### src/design/sha1_pkg.sv
package sha1_pkg;

  localparam int DIGEST_WORDS = 5;
  localparam int BLOCK_WORDS  = 16;
  localparam int ROUNDS       = 80;
  localparam int PAD_POS      = 56;  // byte position where the length field starts

  localparam logic [7:0] PAD_MARK_BYTE = 8'h80;

  typedef struct packed {
    logic [7:0] data_byte;
    logic       byte_present;
    logic       end_of_message;
  } in_word_t;

  typedef struct packed {
    logic [31:0] digest_word;
    logic [2:0]  word_index;
    logic        last_word;
  } out_word_t;

  // Control from the sequencer to the schedule window
  typedef struct packed {
    logic       byte_en;   // shift one message byte into the block
    logic [7:0] data_b;
    logic       word_en;   // advance the schedule by one word (one round)
    logic       expand;    // rounds 16..79 use the expanded word
  } sched_ctl_t;

  typedef logic [DIGEST_WORDS-1:0][31:0] hash_vec_t;

  typedef enum logic [4:0] {
    S_IDLE  = 5'b00001,
    S_PAD   = 5'b00010,
    S_ROUND = 5'b00100,
    S_FOLD  = 5'b01000,
    S_OUT   = 5'b10000
  } state_t;

  typedef enum logic [1:0] {
    PD_MARK = 2'd0,
    PD_ZERO = 2'd1,
    PD_LEN  = 2'd2
  } pad_t;

  function automatic logic [31:0] init_value(input logic [2:0] idx);
    logic [31:0] v;
    case (idx)
      3'd0:    v = 32'h67452301;
      3'd1:    v = 32'hEFCDAB89;
      3'd2:    v = 32'h98BADCFE;
      3'd3:    v = 32'h10325476;
      default: v = 32'hC3D2E1F0;
    endcase
    return v;
  endfunction

  function automatic hash_vec_t init_vec();
    hash_vec_t v;
    for (int i = 0; i < DIGEST_WORDS; i++) begin
      v[i] = init_value(3'(i));
    end
    return v;
  endfunction

endpackage

### src/design/sha1_hash_engine.sv
// SHA-1 engine, one message word (byte) per input handshake.
// A byte is absorbed in the cycle it is taken; the 64th byte of a block starts the rounds
//   through the shared round unit (S_ROUND, one round per step), then the fold (S_FOLD).
// No new byte is taken while a block is compressed: in_ready is high only in S_IDLE.
// End of message: pad bytes, then each padded block compressed and folded, then 5 digest words.
// Reset (rst_n low, synchronous): idle, empty block, chaining value = SHA-1 IV.
module sha1_hash_engine
  import sha1_pkg::*;
(
  input  logic      clk,
  input  logic      rst_n,
  input  logic      in_valid,
  output logic      in_ready,
  input  in_word_t  in_data,
  output logic      out_valid,
  input  logic      out_ready,
  output out_word_t out_data
);

  state_t      state_r, state_nxt;
  pad_t        pad_r, pad_nxt;
  logic [6:0]  rnd_r, rnd_nxt;         // round counter 0..79
  logic [5:0]  cnt_r, cnt_nxt;         // bytes in current block
  logic [63:0] bits_r, bits_nxt;       // message length in bits
  logic [2:0]  len_idx_r, len_idx_nxt; // which length byte goes next
  logic [2:0]  out_idx_r, out_idx_nxt;
  logic        fin_r, fin_nxt;         // message closed, padding in progress
  logic        last_r, last_nxt;       // final block under compression
  hash_vec_t   h_r, h_nxt;             // chaining value
  hash_vec_t   v_r, v_nxt;             // working variables a..e
  hash_vec_t   v_rnd;

  sched_ctl_t  ctl;
  logic [31:0] w_cur;
  logic        put;
  logic [7:0]  put_b;
  logic        full;

  sha1_sched u_sched (
    .clk   (clk),
    .ctl_i (ctl),
    .w_o   (w_cur)
  );

  sha1_round u_round (
    .v_i   (v_r),
    .w_i   (w_cur),
    .rnd_i (rnd_r),
    .v_o   (v_rnd)
  );

  // Only the idle state takes message words
  assign in_ready  = (state_r == S_IDLE);
  assign out_valid = (state_r == S_OUT);

  assign out_data.digest_word = h_r[out_idx_r];
  assign out_data.word_index  = out_idx_r;
  assign out_data.last_word   = (out_idx_r == 3'(DIGEST_WORDS - 1));

  // This byte completes the block
  assign full = (cnt_r == 6'(BLOCK_WORDS * 4 - 1));

  always_comb begin
    state_nxt   = state_r;
    pad_nxt     = pad_r;
    rnd_nxt     = rnd_r;
    cnt_nxt     = cnt_r;
    bits_nxt    = bits_r;
    len_idx_nxt = len_idx_r;
    out_idx_nxt = out_idx_r;
    fin_nxt     = fin_r;
    last_nxt    = last_r;
    h_nxt       = h_r;
    v_nxt       = v_r;
    ctl         = '0;
    put         = 1'b0;
    put_b       = 8'h00;

    unique case (state_r)
      S_IDLE: begin
        if (in_valid) begin
          if (in_data.byte_present) begin
            put      = 1'b1;
            put_b    = in_data.data_byte;
            bits_nxt = bits_r + 64'd8;
          end
          if (in_data.end_of_message) begin
            fin_nxt = 1'b1;
            pad_nxt = PD_MARK;
          end
          // byte and end together: compress first, padding resumes after the fold
          if (in_data.byte_present && full) begin
            state_nxt = S_ROUND;
          end else if (in_data.end_of_message) begin
            state_nxt = S_PAD;
          end
        end
      end
      S_PAD: begin
        put = 1'b1;
        unique case (pad_r)
          PD_MARK: begin
            put_b   = PAD_MARK_BYTE;
            pad_nxt = (cnt_r + 6'd1 == 6'(PAD_POS)) ? PD_LEN : PD_ZERO;
          end
          PD_ZERO: begin
            put_b = 8'h00;
            if (cnt_r + 6'd1 == 6'(PAD_POS)) begin
              pad_nxt = PD_LEN;
            end
          end
          PD_LEN: begin
            put_b       = bits_r[8 * (7 - len_idx_r) +: 8];
            len_idx_nxt = len_idx_r + 3'd1;
          end
          default: begin
            put_b = 8'h00;
          end
        endcase
        if (full) begin
          state_nxt = S_ROUND;
          last_nxt  = (pad_r == PD_LEN);
        end
      end
      S_ROUND: begin
        ctl.word_en = 1'b1;
        ctl.expand  = (rnd_r >= 7'(BLOCK_WORDS));
        v_nxt       = v_rnd;
        if (rnd_r == 7'(ROUNDS - 1)) begin
          rnd_nxt   = '0;
          state_nxt = S_FOLD;
        end else begin
          rnd_nxt = rnd_r + 7'd1;
        end
      end
      S_FOLD: begin
        for (int i = 0; i < DIGEST_WORDS; i++) begin
          h_nxt[i] = h_r[i] + v_r[i];
        end
        if (last_r) begin
          state_nxt = S_OUT;
        end else if (fin_r) begin
          state_nxt = S_PAD;
        end else begin
          state_nxt = S_IDLE;
        end
      end
      S_OUT: begin
        if (out_ready) begin
          if (out_idx_r == 3'(DIGEST_WORDS - 1)) begin
            out_idx_nxt = '0;
            h_nxt       = init_vec();
            bits_nxt    = '0;
            fin_nxt     = 1'b0;
            last_nxt    = 1'b0;
            len_idx_nxt = '0;
            state_nxt   = S_IDLE;
          end else begin
            out_idx_nxt = out_idx_r + 3'd1;
          end
        end
      end
      default: begin
        state_nxt = S_IDLE;
      end
    endcase

    // Common byte placement; a full block loads a..e and starts the rounds
    if (put) begin
      ctl.byte_en = 1'b1;
      ctl.data_b  = put_b;
      cnt_nxt     = cnt_r + 6'd1;
      if (full) begin
        v_nxt   = h_r;
        rnd_nxt = '0;
      end
    end
  end

  always_ff @(posedge clk) begin
    if (!rst_n) begin
      state_r   <= S_IDLE;
      pad_r     <= PD_MARK;
      rnd_r     <= '0;
      cnt_r     <= '0;
      bits_r    <= '0;
      len_idx_r <= '0;
      out_idx_r <= '0;
      fin_r     <= 1'b0;
      last_r    <= 1'b0;
      h_r       <= init_vec();
    end else begin
      state_r   <= state_nxt;
      pad_r     <= pad_nxt;
      rnd_r     <= rnd_nxt;
      cnt_r     <= cnt_nxt;
      bits_r    <= bits_nxt;
      len_idx_r <= len_idx_nxt;
      out_idx_r <= out_idx_nxt;
      fin_r     <= fin_nxt;
      last_r    <= last_nxt;
      h_r       <= h_nxt;
    end
  end

  always_ff @(posedge clk) begin
    v_r <= v_nxt;
  end

  // The final block always ends exactly on a block boundary
  a_out_empty_block: assert property (@(posedge clk) disable iff (!rst_n)
    (state_r == S_OUT) |-> (cnt_r == '0))
    else $error("digest out with partial block");

  a_round_bound: assert property (@(posedge clk) disable iff (!rst_n)
    (state_r == S_ROUND) |-> (rnd_r < 7'(ROUNDS)))
    else $error("round counter out of range");

  a_round_fold: assert property (@(posedge clk) disable iff (!rst_n)
    (state_r == S_ROUND && rnd_r == 7'(ROUNDS - 1)) |=> (state_r == S_FOLD))
    else $error("fold did not follow last round");

  a_out_seq: assert property (@(posedge clk) disable iff (!rst_n)
    (out_valid && out_ready && !out_data.last_word) |=>
      (out_valid && out_idx_r == $past(out_idx_r) + 3'd1))
    else $error("digest word index skipped");

  a_last_pad: assert property (@(posedge clk) disable iff (!rst_n)
    last_r |-> fin_r)
    else $error("final block without closed message");

endmodule

### src/design/sha1_round.sv
// One SHA-1 round: the shared datapath stepped 80 times per block.
module sha1_round
  import sha1_pkg::*;
(
  input  hash_vec_t   v_i,    // a..e at index 0..4
  input  logic [31:0] w_i,
  input  logic [6:0]  rnd_i,
  output hash_vec_t   v_o
);

  logic [31:0] a, b, c, d, e;
  logic [31:0] f, k;

  assign a = v_i[0];
  assign b = v_i[1];
  assign c = v_i[2];
  assign d = v_i[3];
  assign e = v_i[4];

  always_comb begin
    if (rnd_i < 7'd20) begin
      f = (b & c) | (~b & d);
      k = 32'h5A827999;
    end else if (rnd_i < 7'd40) begin
      f = b ^ c ^ d;
      k = 32'h6ED9EBA1;
    end else if (rnd_i < 7'd60) begin
      f = (b & c) | (b & d) | (c & d);
      k = 32'h8F1BBCDC;
    end else begin
      f = b ^ c ^ d;
      k = 32'hCA62C1D6;
    end
  end

  assign v_o[0] = {a[26:0], a[31:27]} + f + e + k + w_i;
  assign v_o[1] = a;
  assign v_o[2] = {b[1:0], b[31:2]};
  assign v_o[3] = c;
  assign v_o[4] = d;

endmodule

### src/design/sha1_sched.sv
// 16-word block / message schedule window.
// Bytes shift in at the bottom (big-endian packing); rounds shift by whole words.
module sha1_sched
  import sha1_pkg::*;
(
  input  logic        clk,
  input  sched_ctl_t  ctl_i,
  output logic [31:0] w_o
);

  logic [31:0] w_r [BLOCK_WORDS];
  logic [31:0] x;

  // w_r[0] = W[t-16], w_r[2] = W[t-14], w_r[8] = W[t-8], w_r[13] = W[t-3]
  assign x   = w_r[13] ^ w_r[8] ^ w_r[2] ^ w_r[0];
  assign w_o = ctl_i.expand ? {x[30:0], x[31]} : w_r[0];

  always_ff @(posedge clk) begin
    if (ctl_i.byte_en) begin
      for (int i = 0; i < BLOCK_WORDS - 1; i++) begin
        w_r[i] <= {w_r[i][23:0], w_r[i+1][31:24]};
      end
      w_r[BLOCK_WORDS-1] <= {w_r[BLOCK_WORDS-1][23:0], ctl_i.data_b};
    end else if (ctl_i.word_en) begin
      for (int i = 0; i < BLOCK_WORDS - 1; i++) begin
        w_r[i] <= w_r[i+1];
      end
      w_r[BLOCK_WORDS-1] <= w_o;
    end
  end

endmodule
### config.mk
export PLATFORM = sky130hd
export DESIGN_NAME = sha1_hash_engine
export DESIGN_NICKNAME = d
export VERILOG_FILES = /design/src/design/sha1_pkg.sv /design/src/design/sha1_hash_engine.sv /design/src/design/sha1_round.sv /design/src/design/sha1_sched.sv
export SDC_FILE = /design/constraint.sdc
export NUM_CORES = 2
export LEC_CHECK = 0
export ABC_AREA = 1
export BUFFER_PORTS_ARGS = -buffer_cell sky130_fd_sc_hd__buf_2
export CAP_MARGIN = 10
export CORE_UTILIZATION = 31
export CTS_CLUSTER_SIZE = 24
export DETAILED_ROUTE_END_ITERATION = 10
export PLACE_DENSITY = 0.54
export SYNTH_ARGS = -nofsm -noshare
export SYNTH_HDL_FRONTEND = slang
export SYNTH_SLANG_ARGS = --single-unit
### constraint.sdc
create_clock -name clk -period 20.3 [get_ports clk]
set_input_delay 2.03 -clock clk [delete_from_list [all_inputs] [get_ports clk]]
set_output_delay 2.03 -clock clk [all_outputs]
set_load 0.05 [all_outputs]
==> flow_summary.yaml <==
timing:
  rsz_0062_raised_after_global_routing: "false"
  timing.hold.ws_ps: 485
  period_share: 0.323
  setup-violations-final: 0
  timing_worst_slew_pin_value_ps: 1090
  setup_ws_ps: 13750
  finalClockSkew_ps: 65.7
  max_clock_freq_mhz: 153
  timing.final.hold_violations: 0
  slew_headroom: 0.273
  timing.final.max_slew_violations: 0
  setup-tns-final_ps: 0
  period_minus_slack_ps: 6550
logic_synthesis:
  post_synth_instance_area_um2: 57700
  yosys_register_bits: 921
  synth_cells: 7696
  synth_enable_flop_cells: 512
  synthDistinctLibCells: 58
  synthArstFlopShare: 0
  seq_area_frac_synth: 0.408
  post_synth.cell_area_avg_um2: 7.50
  postSynth.topFlopCell: "edfxtp_1"
  synth_warnings: 0
  syn_nets: 8033
floorplan:
  row_count: 157
  io-pin-count: 52
  coreArea_um2: 184000
  area_of_the_die_um2: 188000
  floorplan.initialDensity: 0.313
  floorplan.die.width_um: 433
  chipHeight_um: 433
pwr:
  static-leakage-power_uw: 0.0267
  cellPowerDensity_nw_per_um2: 114
  vdd.ir_drop.worst_v: 0.0000846
route:
  routed_wire_length_per_instance_um: 21.4
  vias: 52710
  drt_pre_antenna_iters: 6
  post_drt_via_cell_ratio: 5.18
  drt_first_iter_violations: 5787
  wirelength_mm: 217
  antenna_left: 0
  post-route-drc-count: 0
critical_path:
  critical_path_required_ps: 20680
  register_to_register_setup_slack_ps: 13750
  critical-path-max-stage-delay_ps: 880
  end_kind: "flop"
  path_common_cell: "buf_4"
  crit_path_top_delay_cell: "buf_4"
  worstPathCellList: "inv_1, nor2_1, nand3_4, buf_4, nand2_4, buf_4, buf_12, buf_4, buf_4"
  worst_setup_path_start_kind: "flop"
  worst-endpoint-arrival_ps: 6930
  path_max_fanout: 183
  timing_worst_setup_path_type: "reg2reg"
grt:
  vias_in_the_first_global_route: 49024
  first_pass_grt_wire_length_mm: 320
  track_usage: 0.226
  global_route.overflow_total: 0
  initial_antenna_violation_count: 1
  pin_count_of_the_biggest_net_entering_global_routing: 184
clock_tree:
  cts-htree-levels: 3
  cts_root_buffer: "clkbuf_16"
  cts_tree: "done"
  numCtsBuffers: 110
  max-clock-path-buffers: 3
  post_cts_resize_count: 0
  insertion_delay_ps: 780
  clkSinkCount: 921
  post-cts-setup-buffer-count: 0
  cts-hold-fix-buffers: 0
  clk_pin_slew_ps: 60
job:
  drv.max_cap_violation_count: 0
placed_design:
  place_congestion: 1.03
  pre_cts_slack_ps: 13230
  placement.io_buffers: 51
  detailed_place_hpwl_mm: 163
finish:
  areaGrowthSynthToFinish_pct: 10.7
  finish.net_count: 7945
  final_layout_size_suffix_gt1_frac: 0.0453
status:
  status: "finished clean"
hold_path:
  hold_class: "reg2reg"
[flip-flops by register name (all words and copies together) (netlist names)]
signal / cells
cnt_r: 6
fin_r: 1
len_idx_r: 3
u_sched.w_r: 512
last_r: 1
state_r: 5
h_r: 160
pad_r: 2
bits_r: 61
rnd_r: 7
v_r: 160
out_idx_r: 3
[final cells by class]
class                      count  area [um^2]
antenna                        3         7.51
sequential                   921        23600
inverter                     891         3370
tap                         2464         3080
clock inverter                49          626
timing repair buffer         112          726
fill                       19598       120000
clock buffer                 154         3020
multi-input combinational   5572        29500
[cells in the mapped netlist (63+ instances only)]
library cell  instances  area [um^2]
ha_1                206         2580
nand4_1              93          582
nor3_1               86          430
buf_2                89          445
a21oi_1             551         2760
edfxtp_1            512        15400
fa_1                117         2340
inv_1               875         3280
clkbuf_1            193          724
xnor2_1             108          946
o21ai_0             748         3740
nor2_1              480         1800
nand2_1            2282         8570
a31oi_1              95          594
nand3_1             357         1790
dfxtp_1             409         8190
o21ai_1              63          315
[cell usage in the layout, fill, tap and decap left out, types with 108 or more instances in the layout]
cell       count
nor2_1       479
o21ai_0      747
clkbuf_16    110
edfxtp_1     512
nand3_1      357
xnor2_1      108
a21oi_1      551
dfxtp_1      408
ha_1         206
fa_1         117
nand2_1     2281
inv_1        872
[cell families (layout without fill, tap and decap cells)]
| kind of cell | Yosys count | in the layout | share of synthesized area |
|---|---|---|---|
| AOI/OAI and AO/OA | 1670 | 1670 | 0.157 |
| xor gates and xnor gates | 170 | 170 | 0.0258 |
| adders and majority gates | 323 | 323 | 0.0853 |
| buffers and inverters | 1203 | 1206 | 0.0809 |
| DFF | 921 | 921 | 0.408 |
| muxes | 1 | 1 | 0.000173 |
| other | 0 | 3 | 0 |
| and+or+nand+nor | 3408 | 3408 | 0.243 |
[critical path: cells and delay by family (launching register included)]
| kind | cells | cell delay [ps] |
|---|---|---|
| buffers and inverters | 6 | 3870 |
| flip-flops | 1 | 430 |
| AND/OR/NAND/NOR | 3 | 1370 |
[worst paths after layout]
path	start	end	cells after the start
setup reg to reg	state_r[2]	u_sched.w_r[2][32]	9
hold / removal	h_r[84]	v_r[84]	2
hold reg to reg	h_r[84]	v_r[84]	2
setup / recovery	state_r[2]	u_sched.w_r[2][32]	9
[stage by stage]
stage	instances	total power, uW	area (um^2)	util
after global placement	9960	5230	60300	0.327
after detailed placement	9960	5210	60300	0.327
after CTS	10163	7280	63900	0.347
after global routing	10163	7730	63900	0.347
final	10166	7280	63900	0.347
after floorplan	7696	4340	57700	-
[report_power, final]
part | leakage [uW] | total (uW) | switching (uW) | internal, uW
Sequential | 0.00808 | 2490 | 255 | 2230
Combinational | 0.0169 | 2750 | 1860 | 890
Clock | 0.00175 | 2040 | 873 | 1170
[layer usage]
metal  share of wire  vias up  track usage
li1                -    25328            -
met1            0.46    25133        0.330
met2            0.43     1907        0.337
met3           0.071      342       0.0281
met4           0.041        0       0.0893
met5               0        -            0
Power figures use the tool's default switching activity.
